File: config.mk
export PLATFORM = sky130hd
export DESIGN_NAME = rgb_to_ycbcr_420_unit
export DESIGN_NICKNAME = d
export VERILOG_FILES = /design/src/rtl/rgb2ycc_pkg.sv /design/src/rtl/rgb2ycc_matrix.sv /design/src/rtl/rgb2ycc_position.sv /design/src/rtl/rgb_to_ycbcr_420_unit.sv
export SDC_FILE = /design/constraint.sdc
export NUM_CORES = 1
export LEC_CHECK = 0
export ABC_CLOCK_PERIOD_IN_PS = 15700
export BUFFER_PORTS_ARGS = -buffer_cell sky130_fd_sc_hd__buf_2
export CAP_MARGIN = 20
export CORE_MARGIN = 2
export CORE_UTILIZATION = 32
export CTS_BUF_LIST = sky130_fd_sc_hd__clkbuf_2 sky130_fd_sc_hd__clkbuf_4 sky130_fd_sc_hd__clkbuf_8
export DETAILED_ROUTE_END_ITERATION = 16
export HOLD_SLACK_MARGIN = 0.05
export PLACE_DENSITY = 0.56
export SLEW_MARGIN = 40
export SYNTH_ARGS = -nofsm -noshare
export SYNTH_HDL_FRONTEND = slang
export SYNTH_SLANG_ARGS = --single-unit
File: constraint.sdc
create_clock -name clk -period 15.7 [get_ports clk]
set_input_delay 1.57 -clock clk [delete_from_list [all_inputs] [get_ports clk]]
set_output_delay 1.57 -clock clk [all_outputs]
set_load 0.02 [all_outputs]
File: src/rtl/rgb2ycc_pkg.sv
// Shared constants, types and helper functions for the RGB to YCbCr 4:2:0 unit.
// Holds the Q0.16 conversion coefficients and the width clamp rule.
// Depends on nothing; every other file refers to it by scoped names.
package rgb2ycc_pkg;

    // Field widths of the stream and configuration channels.
    localparam int unsigned COMP_W    = 8;
    localparam int unsigned TDATA_W   = 3 * COMP_W;
    localparam int unsigned CFG_W     = 13;
    localparam int unsigned ACC_W     = 25;
    localparam int unsigned FRAC_W    = 16;

    // Line length limit and the width after reset.
    localparam int unsigned MAX_WIDTH_DEF = 4096;
    localparam logic [CFG_W-1:0] WIDTH_RESET = 13'd640;

    // BT.601 full-range coefficients, unsigned Q0.16.
    localparam logic [15:0] KY_R    = 16'd19595;
    localparam logic [15:0] KY_G    = 16'd38470;
    localparam logic [15:0] KY_B    = 16'd7471;
    localparam logic [15:0] KCB_R   = 16'd11058;
    localparam logic [15:0] KCB_G   = 16'd21710;
    localparam logic [15:0] KC_HALF = 16'd32768;
    localparam logic [15:0] KCR_G   = 16'd27439;
    localparam logic [15:0] KCR_B   = 16'd5329;
    localparam logic [ACC_W-1:0] OFFSET_128 = 25'd8388608;

    // Request seen by the position tracker when a pixel is taken.
    typedef struct packed {
        logic accept;
        logic first_of_frame;
    } pos_req_t;

    // Width as the row counter uses it: zero acts as one, large values clamp.
    function automatic logic [31:0] clamp_width(logic [CFG_W-1:0] width,
                                                int unsigned max_width);
        logic [31:0] w;
        begin
            w = 32'(width);
            if (w == 32'd0)
            begin
                w = 32'd1;
            end
            if (w > 32'(max_width))
            begin
                w = 32'(max_width);
            end
            return w;
        end
    endfunction

    // Shift a Q.16 sum down to an integer and saturate it to 0..255.
    function automatic logic [COMP_W-1:0] scale_sat(logic [ACC_W-1:0] acc);
        logic [ACC_W-FRAC_W-1:0] whole;
        begin
            whole = acc[ACC_W-1:FRAC_W];
            if (whole > 9'd255)
            begin
                return 8'd255;
            end
            return whole[COMP_W-1:0];
        end
    endfunction

endpackage

File: src/rtl/rgb2ycc_matrix.sv
// Color matrix: 8-bit RGB to full-range BT.601 Y, Cb and Cr in one pass.
// Constant multiplies in Q0.16, truncation, then saturation to 0..255.
// Depends on rgb2ycc_pkg for coefficients and the scale_sat function.
module rgb2ycc_matrix
(
    input  logic [rgb2ycc_pkg::COMP_W-1:0] red,
    input  logic [rgb2ycc_pkg::COMP_W-1:0] green,
    input  logic [rgb2ycc_pkg::COMP_W-1:0] blue,
    output logic [rgb2ycc_pkg::COMP_W-1:0] luma,
    output logic [rgb2ycc_pkg::COMP_W-1:0] chroma_blue,
    output logic [rgb2ycc_pkg::COMP_W-1:0] chroma_red
);

    logic [rgb2ycc_pkg::ACC_W-1:0] r_ext;
    logic [rgb2ycc_pkg::ACC_W-1:0] g_ext;
    logic [rgb2ycc_pkg::ACC_W-1:0] b_ext;
    logic [rgb2ycc_pkg::ACC_W-1:0] y_acc;
    logic [rgb2ycc_pkg::ACC_W-1:0] cb_acc;
    logic [rgb2ycc_pkg::ACC_W-1:0] cr_acc;

    assign r_ext = rgb2ycc_pkg::ACC_W'(red);
    assign g_ext = rgb2ycc_pkg::ACC_W'(green);
    assign b_ext = rgb2ycc_pkg::ACC_W'(blue);

    // Weighted sums; positive terms come first so no sum ever goes negative.
    always_comb
    begin
        y_acc  = rgb2ycc_pkg::ACC_W'(rgb2ycc_pkg::KY_R) * r_ext
               + rgb2ycc_pkg::ACC_W'(rgb2ycc_pkg::KY_G) * g_ext
               + rgb2ycc_pkg::ACC_W'(rgb2ycc_pkg::KY_B) * b_ext;
        cb_acc = rgb2ycc_pkg::OFFSET_128
               + rgb2ycc_pkg::ACC_W'(rgb2ycc_pkg::KC_HALF) * b_ext
               - rgb2ycc_pkg::ACC_W'(rgb2ycc_pkg::KCB_R) * r_ext
               - rgb2ycc_pkg::ACC_W'(rgb2ycc_pkg::KCB_G) * g_ext;
        cr_acc = rgb2ycc_pkg::OFFSET_128
               + rgb2ycc_pkg::ACC_W'(rgb2ycc_pkg::KC_HALF) * r_ext
               - rgb2ycc_pkg::ACC_W'(rgb2ycc_pkg::KCR_G) * g_ext
               - rgb2ycc_pkg::ACC_W'(rgb2ycc_pkg::KCR_B) * b_ext;
    end

    // Drop the fraction and clamp.
    assign luma        = rgb2ycc_pkg::scale_sat(y_acc);
    assign chroma_blue = rgb2ycc_pkg::scale_sat(cb_acc);
    assign chroma_red  = rgb2ycc_pkg::scale_sat(cr_acc);

endmodule

File: src/rtl/rgb2ycc_position.sv
// Pixel position tracker: column counter, row parity and the width register.
// Flags the top-left pixel of each 2x2 block as the kept 4:2:0 chroma sample.
// Depends on rgb2ycc_pkg for the width clamp rule and the request struct.
module rgb2ycc_position
#(
    parameter int unsigned MAX_WIDTH = rgb2ycc_pkg::MAX_WIDTH_DEF
)
(
    input  logic                          clk,
    input  logic                          rst_n,
    input  logic                          cfg_write,
    input  logic [rgb2ycc_pkg::CFG_W-1:0] cfg_width,
    input  rgb2ycc_pkg::pos_req_t         req,
    output logic                          chroma_keep
);

    localparam int unsigned CNT_W = $clog2(MAX_WIDTH);
    localparam logic [31:0] EFF_RESET =
        rgb2ycc_pkg::clamp_width(rgb2ycc_pkg::WIDTH_RESET, MAX_WIDTH);

    logic [CNT_W-1:0] column_reg;
    logic [CNT_W-1:0] column_next;
    logic             row_odd_reg;
    logic             row_odd_next;
    logic [CNT_W:0]   eff_width_reg;
    logic [CNT_W:0]   eff_width_next;
    logic [31:0]      eff_full;
    logic [CNT_W-1:0] column_cur;
    logic             row_odd_cur;
    logic [CNT_W:0]   column_inc;

    // Width register keeps the already clamped line length.
    assign eff_full       = rgb2ycc_pkg::clamp_width(cfg_width, MAX_WIDTH);
    assign eff_width_next = cfg_write ? eff_full[CNT_W:0] : eff_width_reg;

    // Start of frame restarts the position before this pixel is used.
    always_comb
    begin
        column_cur  = req.first_of_frame ? '0 : column_reg;
        row_odd_cur = req.first_of_frame ? 1'b0 : row_odd_reg;
        column_inc  = {1'b0, column_cur} + {{CNT_W{1'b0}}, 1'b1};
    end

    assign chroma_keep = !row_odd_cur && !column_cur[0];

    // Advance one column per accepted pixel, wrapping at the line end.
    always_comb
    begin
        column_next  = column_reg;
        row_odd_next = row_odd_reg;
        if (req.accept)
        begin
            if (column_inc >= eff_width_reg)
            begin
                column_next  = '0;
                row_odd_next = !row_odd_cur;
            end
            else
            begin
                column_next  = column_inc[CNT_W-1:0];
                row_odd_next = row_odd_cur;
            end
        end
    end

    always_ff @(posedge clk or negedge rst_n)
    begin
        if (!rst_n)
        begin
            column_reg    <= '0;
            row_odd_reg   <= 1'b0;
            eff_width_reg <= EFF_RESET[CNT_W:0];
        end
        else
        begin
            column_reg    <= column_next;
            row_odd_reg   <= row_odd_next;
            eff_width_reg <= eff_width_next;
        end
    end

endmodule

File: src/rtl/rgb_to_ycbcr_420_unit.sv
// Top level of the RGB to YCbCr 4:2:0 unit: stream ports, two-stage pipeline.
// Depends on rgb2ycc_pkg, rgb2ycc_position and rgb2ycc_matrix.
//
// Usage:
//   Pixels enter on the s_axis channel in raster order, one per request:
//   red, green and blue in s_axis_tdata, the start-of-frame flag in
//   s_axis_tuser. Each pixel gives exactly one result on m_axis: luma, Cb
//   and Cr in m_axis_tdata, and in m_axis_tuser a flag that marks the pixel
//   whose chroma is kept for 4:2:0 (even column of an even row).
//   The line length is written on the cfg channel (cfg_valid, cfg_ready,
//   cfg_data) while no pixel is in flight; cfg_ready is always high.
//   Each pixel passes the input register, then the color matrix into the
//   output register. Throughput is one pixel per clock while m_axis_tready
//   stays high; both pipeline stages advance together and the input is
//   taken while a finished result still waits downstream.
//   When the receiver holds m_axis_tready low, the output register holds,
//   the input register fills, and s_axis_tready then drops until a result
//   leaves. Reset clears the pipeline, the column counter and row parity,
//   and sets the line length to 640 pixels.
module rgb_to_ycbcr_420_unit
#(
    parameter int unsigned MAX_WIDTH = rgb2ycc_pkg::MAX_WIDTH_DEF
)
(
    input  logic                            clk,
    input  logic                            rst_n,
    // Configuration: line length in pixels.
    input  logic                            cfg_valid,
    output logic                            cfg_ready,
    input  logic [rgb2ycc_pkg::CFG_W-1:0]   cfg_data,
    // Input pixels.
    input  logic                            s_axis_tvalid,
    output logic                            s_axis_tready,
    input  logic [rgb2ycc_pkg::TDATA_W-1:0] s_axis_tdata,  // red, green, blue
    input  logic                            s_axis_tuser,  // first_of_frame
    // Converted pixels.
    output logic                            m_axis_tvalid,
    input  logic                            m_axis_tready,
    output logic [rgb2ycc_pkg::TDATA_W-1:0] m_axis_tdata,  // luma, chroma_blue, chroma_red
    output logic                            m_axis_tuser   // chroma_valid
);

    localparam int unsigned CW = rgb2ycc_pkg::COMP_W;

    logic                   s_fire;
    logic                   out_free;
    logic                   s1_advance;
    rgb2ycc_pkg::pos_req_t  pos_req;
    logic                   chroma_keep;

    logic                   s1_valid_reg;
    logic                   s1_valid_next;
    logic [CW-1:0]          s1_red_reg;
    logic [CW-1:0]          s1_green_reg;
    logic [CW-1:0]          s1_blue_reg;
    logic                   s1_chroma_reg;

    logic [CW-1:0]          luma;
    logic [CW-1:0]          chroma_blue;
    logic [CW-1:0]          chroma_red;

    logic                   out_valid_reg;
    logic                   out_valid_next;
    logic [rgb2ycc_pkg::TDATA_W-1:0] out_data_reg;
    logic                   out_flag_reg;

    // Handshake: the output register frees when empty or being taken.
    assign cfg_ready     = 1'b1;
    assign out_free      = !out_valid_reg || m_axis_tready;
    assign s1_advance    = s1_valid_reg && out_free;
    assign s_axis_tready = !s1_valid_reg || out_free;
    assign s_fire        = s_axis_tvalid && s_axis_tready;

    assign pos_req.accept         = s_fire;
    assign pos_req.first_of_frame = s_axis_tuser;

    rgb2ycc_position
    #(
        .MAX_WIDTH (MAX_WIDTH)
    )
    u_position
    (
        .clk         (clk),
        .rst_n       (rst_n),
        .cfg_write   (cfg_valid && cfg_ready),
        .cfg_width   (cfg_data),
        .req         (pos_req),
        .chroma_keep (chroma_keep)
    );

    // Input stage occupancy.
    always_comb
    begin
        s1_valid_next = s1_valid_reg;
        if (s_fire)
        begin
            s1_valid_next = 1'b1;
        end
        else if (s1_advance)
        begin
            s1_valid_next = 1'b0;
        end
    end

    // Input register: pixel and its chroma flag.
    always_ff @(posedge clk or negedge rst_n)
    begin
        if (!rst_n)
        begin
            s1_valid_reg  <= 1'b0;
            s1_chroma_reg <= 1'b0;
        end
        else
        begin
            s1_valid_reg <= s1_valid_next;
            if (s_fire)
            begin
                s1_chroma_reg <= chroma_keep;
            end
        end
    end

    always_ff @(posedge clk)
    begin
        if (s_fire)
        begin
            s1_red_reg   <= s_axis_tdata[CW-1:0];
            s1_green_reg <= s_axis_tdata[2*CW-1:CW];
            s1_blue_reg  <= s_axis_tdata[3*CW-1:2*CW];
        end
    end

    rgb2ycc_matrix u_matrix
    (
        .red         (s1_red_reg),
        .green       (s1_green_reg),
        .blue        (s1_blue_reg),
        .luma        (luma),
        .chroma_blue (chroma_blue),
        .chroma_red  (chroma_red)
    );

    // Output stage occupancy.
    always_comb
    begin
        out_valid_next = out_valid_reg;
        if (s1_advance)
        begin
            out_valid_next = 1'b1;
        end
        else if (m_axis_tready)
        begin
            out_valid_next = 1'b0;
        end
    end

    // Output register.
    always_ff @(posedge clk or negedge rst_n)
    begin
        if (!rst_n)
        begin
            out_valid_reg <= 1'b0;
        end
        else
        begin
            out_valid_reg <= out_valid_next;
        end
    end

    always_ff @(posedge clk)
    begin
        if (s1_advance)
        begin
            out_data_reg <= {chroma_red, chroma_blue, luma};
            out_flag_reg <= s1_chroma_reg;
        end
    end

    assign m_axis_tvalid = out_valid_reg;
    assign m_axis_tdata  = out_data_reg;
    assign m_axis_tuser  = out_flag_reg;

    // A frame start always lands on a kept chroma sample.
    a_sof_keeps_chroma : assert property (@(posedge clk) disable iff (!rst_n)
        s_fire && s_axis_tuser |=> s1_chroma_reg)
        else $error("start-of-frame pixel not marked as chroma sample");

    // Two pixels in a row within one frame are never both kept samples.
    a_no_adjacent_keep : assert property (@(posedge clk) disable iff (!rst_n)
        s_fire && !s_axis_tuser |-> !(chroma_keep && s1_chroma_reg))
        else $error("adjacent pixels both marked as chroma samples");

    // An emptied pipeline shows no result on the next cycle.
    a_drain_empty : assert property (@(posedge clk) disable iff (!rst_n)
        m_axis_tvalid && m_axis_tready && !s1_valid_reg |=> !m_axis_tvalid)
        else $error("result appeared with no pixel in the input stage");

endmodule
==> results of run 1 <==
==> worst register-to-register path, delay by kind of cell, from the launching register on <==
family	cells	cell delay [ns]
xor+xnor	1	0.15
flops	1	0.74
fa+ha+maj	7	3.35
buf+inv	5	0.29
simple gates	4	0.85
compound gates	8	1.65
==> area by class of cell <==
type / count / share of cell area
Clock inverter: 6 / 0.00454
Sequential cell: 78 / 0.111
Timing Repair Buffer: 72 / 0.0185
Multi-Input combinational cell: 1465 / 0.738
Clock buffer: 10 / 0.00694
Antenna cell: 2 / 0.000252
Tap cell: 756 / 0.0477
Inverter: 386 / 0.0731
==> final timing paths <==
path / to / slack (ns) / cells past startpoint
worst max-delay path: m_axis_tdata[5] / 8.40 / 25
worst min-delay path: m_axis_tuser / 0.46 / 0
worst min register to register: m_axis_tuser / 0.46 / 0
max in group asynchronous: u_position.eff_width_reg[1] / 14.16 / 1
min in group asynchronous: u_position.column_reg[8] / 1.13 / 1
worst max register to register: m_axis_tdata[5] / 8.40 / 25
==> synthesized netlist by cell type (23+ instances only) <==
master | count | area (µm²)
ha_1 | 455 | 5690
inv_1 | 386 | 1450
fa_1 | 182 | 3640
a21oi_1 | 99 | 495
nor2_1 | 81 | 304
xnor2_1 | 81 | 709
nand2_1 | 70 | 263
o21ai_0 | 52 | 260
xor2_1 | 50 | 438
edfxtp_1 | 49 | 1470
a21o_1 | 43 | 323
nor3_1 | 36 | 180
nand3_1 | 34 | 170
dfrtp_1 | 27 | 676
nand2b_1 | 23 | 144
nor2b_1 | 23 | 144
==> layer usage <==
layer / track usage / up-vias / wire (µm)
met5: 0 / - / 0
met2: 0.284 / 213 / 23100
met1: 0.210 / 6565 / 21200
met4: 0.0586 / 0 / 1470
li1: - / 6762 / -
met3: 0.0257 / 54 / 1830
==> kinds of logic after synthesis <==
group	share of synthesized area
AO/OA/AOI/OAI	0.130
XOR/XNOR	0.0626
buffers and inverters	0.0810
multiplexers	0.000615
adder cells (fa/ha/maj)	0.510
flip-flops	0.120
other	0.000205
AND/OR/NAND/NOR	0.0958
==> metrics by stage <==
step,utilization,cells
after detailed placement,0.347,2757
after global placement,0.347,2757
final,0.351,2775
after CTS,0.351,2773
after global routing,0.351,2775
after floorplan,-,1937
==> impl_metrics.json, run 1 <==
{
  "largest_reg_flops": 24,
  "yosysUniqueCellTypes": 79,
  "dp_hpwl_um": 41300,
  "worst_pin_slew_ns": 0.812,
  "fmax_mhz": 137,
  "arrival_ns": 7.48,
  "fin_ws_ns": 8.40,
  "multiInputGateArea_um2": 14600,
  "crit_type": "reg2reg",
  "syn_inst": 1937,
  "pre_cts_ws_ns": 8.46,
  "cts.clk_slew.worst_paths_ns": 0.10,
  "final_common_cell": "ha_1",
  "drt-total-wl_um": 47600,
  "rows": 87,
  "cts_resized": 0,
  "grt_use_total": 0.165,
  "hold_viol_final": 0,
  "ctsHtreeMaxLevel": 3,
  "core_um2": 56500,
  "postCtsHoldBufs": 0,
  "port_buffers": 69,
  "insertion_delay_ns": 0.48,
  "critPathLaunchType": "flip-flop",
  "grt_pass1_vias": 14200,
  "die_h_um": 243,
  "cp_top_family": "adder cells",
  "clockBufferDepth": 2,
  "dpl_cell_area_um2": 19600,
  "ys_seq_area_frac": 0.120,
  "ys_async_sr_fraction": 0.372,
  "drtAntennaViolNets": 0,
  "r2r_start": "s1_blue_reg[6]",
  "num-fill-cells": 5759,
  "syn_nets": 2617,
  "drc_errors": 0,
  "io_pins": 71,
  "grt_first_pass_wirelength_um": 76000,
  "start_util": 0.324,
  "skew_ns": 0.0368,
  "final_cell_mix": "455 x ha_1, 386 x inv_1, 182 x fa_1, 99 x a21oi_1",
  "num-nets-final": 2692,
  "relSlewSlack": 0.458,
  "cp_max_fo": 11,
  "post-route-period-util": 0.465,
  "drt-initial-drc-count": 653,
  "synth_edf_count": 49,
  "rsz0062_at_grt": "false",
  "routabilityCongestion": 0.907,
  "cp-end-kind": "flip-flop",
  "hold_start": "s1_chroma_reg",
  "wl_per_cell_um": 17.2,
  "layout-drive-gt1-share": 0.0649,
  "ys_warn_count": 0,
  "cts_sinks": 78,
  "setup-violations-final": 0,
  "die_w_um": 243,
  "first_pass_iters": 5,
  "ys.flop_type": "edfxtp_1",
  "cp-startpoint": "s1_blue_reg[6]",
  "cp_slowest_cell": "edfxtp_1",
  "grt_max_degree": 30,
  "seq_area_um2": 2200,
  "viasPerCell": 4.90,
  "grt-ovfl-total": 0,
  "setup_tns_ns": 0,
  "cts-buffers-inserted": 9,
  "vias": 13600,
  "slew_viol_final": 0,
  "cts_tree": "done",
  "antenna_found_initial": 2,
  "post_cts.repair.setup_buffers": 0,
  "stdcell_area_um2": 19800,
  "hp-class": "reg2reg",
  "crit_required_ns": 15.88,
  "cp.buffers_inverters": 5,
  "min_period_ns": 7.30,
  "syn_to_final_growth_pct": 8.29,
  "postSynthAreaPerCell_um2": 9.45,
  "ys_ff_latch": 78,
  "hold_slack_ns": 0.463,
  "cts-root-buf": "clkbuf_8",
  "status": "completed",
  "critPathMaxStageDelay_ns": 0.74,
  "synth_area_um2": 18300,
  "drv_cap": 0,
  "fp.dieArea_um2": 59200
}
Power of run 1 is not shown: default switching activity piles up to over one toggle a cycle in this logic, so the estimate is an artifact.
==> run 2, diff against run 1 <==
--- a/config.mk
+++ b/config.mk
@@ -5,7 +5,7 @@
 export SDC_FILE = /design/constraint.sdc
 export NUM_CORES = 1
 export LEC_CHECK = 0
-export ABC_CLOCK_PERIOD_IN_PS = 15700
+export ABC_CLOCK_PERIOD_IN_PS = 7500
 export BUFFER_PORTS_ARGS = -buffer_cell sky130_fd_sc_hd__buf_2
 export CAP_MARGIN = 20
 export CORE_MARGIN = 2
==> constraint.sdc (replaced) <==
create_clock -name clk -period 7.5 [get_ports clk]
set_input_delay 0.75 -clock clk [delete_from_list [all_inputs] [get_ports clk]]
set_output_delay 0.75 -clock clk [all_outputs]
set_load 0.02 [all_outputs]
==> run 2 against run 1 <==
Compared with the run above:
- first-iteration DRC count down 0.61%
- maximum frequency rose by 2.8%
- global-route usage is 0.22 points higher
- final cell count increased by 0.54%
- critical path depth unchanged
- non-clock buffer count is 17 higher
- worst setup slack worse by 8.0 ns
- critical path type unchanged
- register-to-register slack worse by 8.0 ns
- worst hold slack lost 0.13 ns
==> impl_metrics.json, run 2 (synthesis gave the netlist of run 1 again) <==
{
  "status": "completed",
  "num-fill-cells": 5788,
  "die_w_um": 243,
  "rows": 87,
  "num-nets-final": 2709,
  "min_period_ns": 7.11,
  "clockBufferDepth": 2,
  "cts.clk_slew.worst_paths_ns": 0.11,
  "die_h_um": 243,
  "ctsHtreeMaxLevel": 3,
  "first_pass_iters": 7,
  "dp_cells": 2766,
  "routabilityCongestion": 0.870,
  "drt-initial-drc-count": 649,
  "grt_pass1_vias": 14400,
  "relSlewSlack": 0.440,
  "grt_max_degree": 30,
  "cts_tree": "done",
  "vias": 13700,
  "setup-violations-final": 0,
  "dp_hpwl_um": 42000,
  "grt_use_total": 0.168,
  "post-route-period-util": 0.948,
  "drc_errors": 0,
  "insertion_delay_ns": 0.46,
  "worst_pin_slew_ns": 0.840,
  "skew_ns": 0.0433,
  "postCtsHoldBufs": 0,
  "fp.dieArea_um2": 59200,
  "start_util": 0.324,
  "crit_top_cell": "inv_1",
  "fmax_mhz": 141,
  "crit_required_ns": 7.69,
  "wl_per_cell_um": 17.3,
  "final_cells": 2790,
  "hp-class": "in2async",
  "cp_max_fo": 8,
  "rsz0062_at_grt": "false",
  "syn_to_final_growth_pct": 8.96,
  "viasPerCell": 4.90,
  "io_pins": 71,
  "cp_slowest_cell": "edfxtp_1",
  "drt-total-wl_um": 48100,
  "final_core_util": 0.353,
  "critPathLaunchType": "flip-flop",
  "wl_met3_um": 1570,
  "drtAntennaViolNets": 0,
  "critPathMaxStageDelay_ns": 0.61,
  "cp.buffers_inverters": 5,
  "port_buffers": 69,
  "top_layer": "met5",
  "m1WireLength_um": 21400,
  "grt-ovfl-total": 0,
  "drv_cap": 0,
  "antenna_found_initial": 1,
  "slew_viol_final": 0,
  "cp_top_family": "adder cells",
  "setup_tns_ns": 0,
  "layout-drive-gt1-share": 0.0733,
  "final_cell_mix": "455 x ha_1, 386 x inv_1, 182 x fa_1, 99 x a21oi_1",
  "crit_type": "reg2reg",
  "cp-end-kind": "flip-flop",
  "cts-buffers-inserted": 9,
  "cts_sinks": 78,
  "diodes": 0,
  "wl_met2_um": 23400,
  "seq_area_um2": 2200,
  "cts-root-buf": "clkbuf_8",
  "final_common_cell": "ha_1",
  "arrival_ns": 7.30,
  "grt_first_pass_wirelength_um": 77400,
  "core_um2": 56500,
  "hold_viol_final": 0,
  "hold_slack_ns": 0.328,
  "multiInputGateArea_um2": 14700,
  "largest_reg_flops": 24
}
## run 2: worst paths after layout
check,cells past startpoint,slack [ns],from,end
max,25,0.39,s1_green_reg[4],m_axis_tdata[23]
min reg2reg,0,0.47,s1_chroma_reg,m_axis_tuser
max reg2reg,25,0.39,s1_green_reg[4],m_axis_tdata[23]
max in group asynchronous,1,6.72,rst_n,u_position.eff_width_reg[5]
min in group clk,1,0.45,s_axis_tdata[2],s1_red_reg[2]
min,1,0.33,rst_n,s1_chroma_reg
## run 2: layout make-up
class,instances,share of cell area
multi-input cells,1465,0.734
flip-flops and latches,78,0.110
inverters,386,0.0726
well taps,756,0.0474
repair buffers,89,0.0248
clock buffers,9,0.00621
clock inverters,7,0.00439
## run 2: routing by layer
metal | vias up | track usage
li1 | 6778 | -
met1 | 6633 | 0.212
met2 | 201 | 0.287
met3 | 55 | 0.0236
met4 | 2 | 0.0669
met5 | - | 0
## run 2: repair_timing
item / 4_1_cts / 5_1_grt
hold endpoints to repair: 0 / 0
setup endpoints to repair: 0 / 9
resized for setup: 0 / 2
buffers inserted: 0 / 8
## run 2: worst reg2reg max path: cells and delay by family (launching register included)
family	cells	cell delay, ns
compound gates	9	1.81
xor+xnor	2	0.31
fa+ha+maj	7	3.17
buf+inv	5	0.40
flops	1	0.61
simple gates	2	0.54
## run 2: per-stage QoR
stage	worst slack (ns)	instance area (µm²)
4_1_cts	0.365	19900
3_3_place_gp	0.508	19700
5_1_grt	0.00589	20000
2_1_floorplan	0.956	18300
6_report	0.394	20000
3_5_place_dp	0.404	19700
Power of run 2 is left out for the same reason.
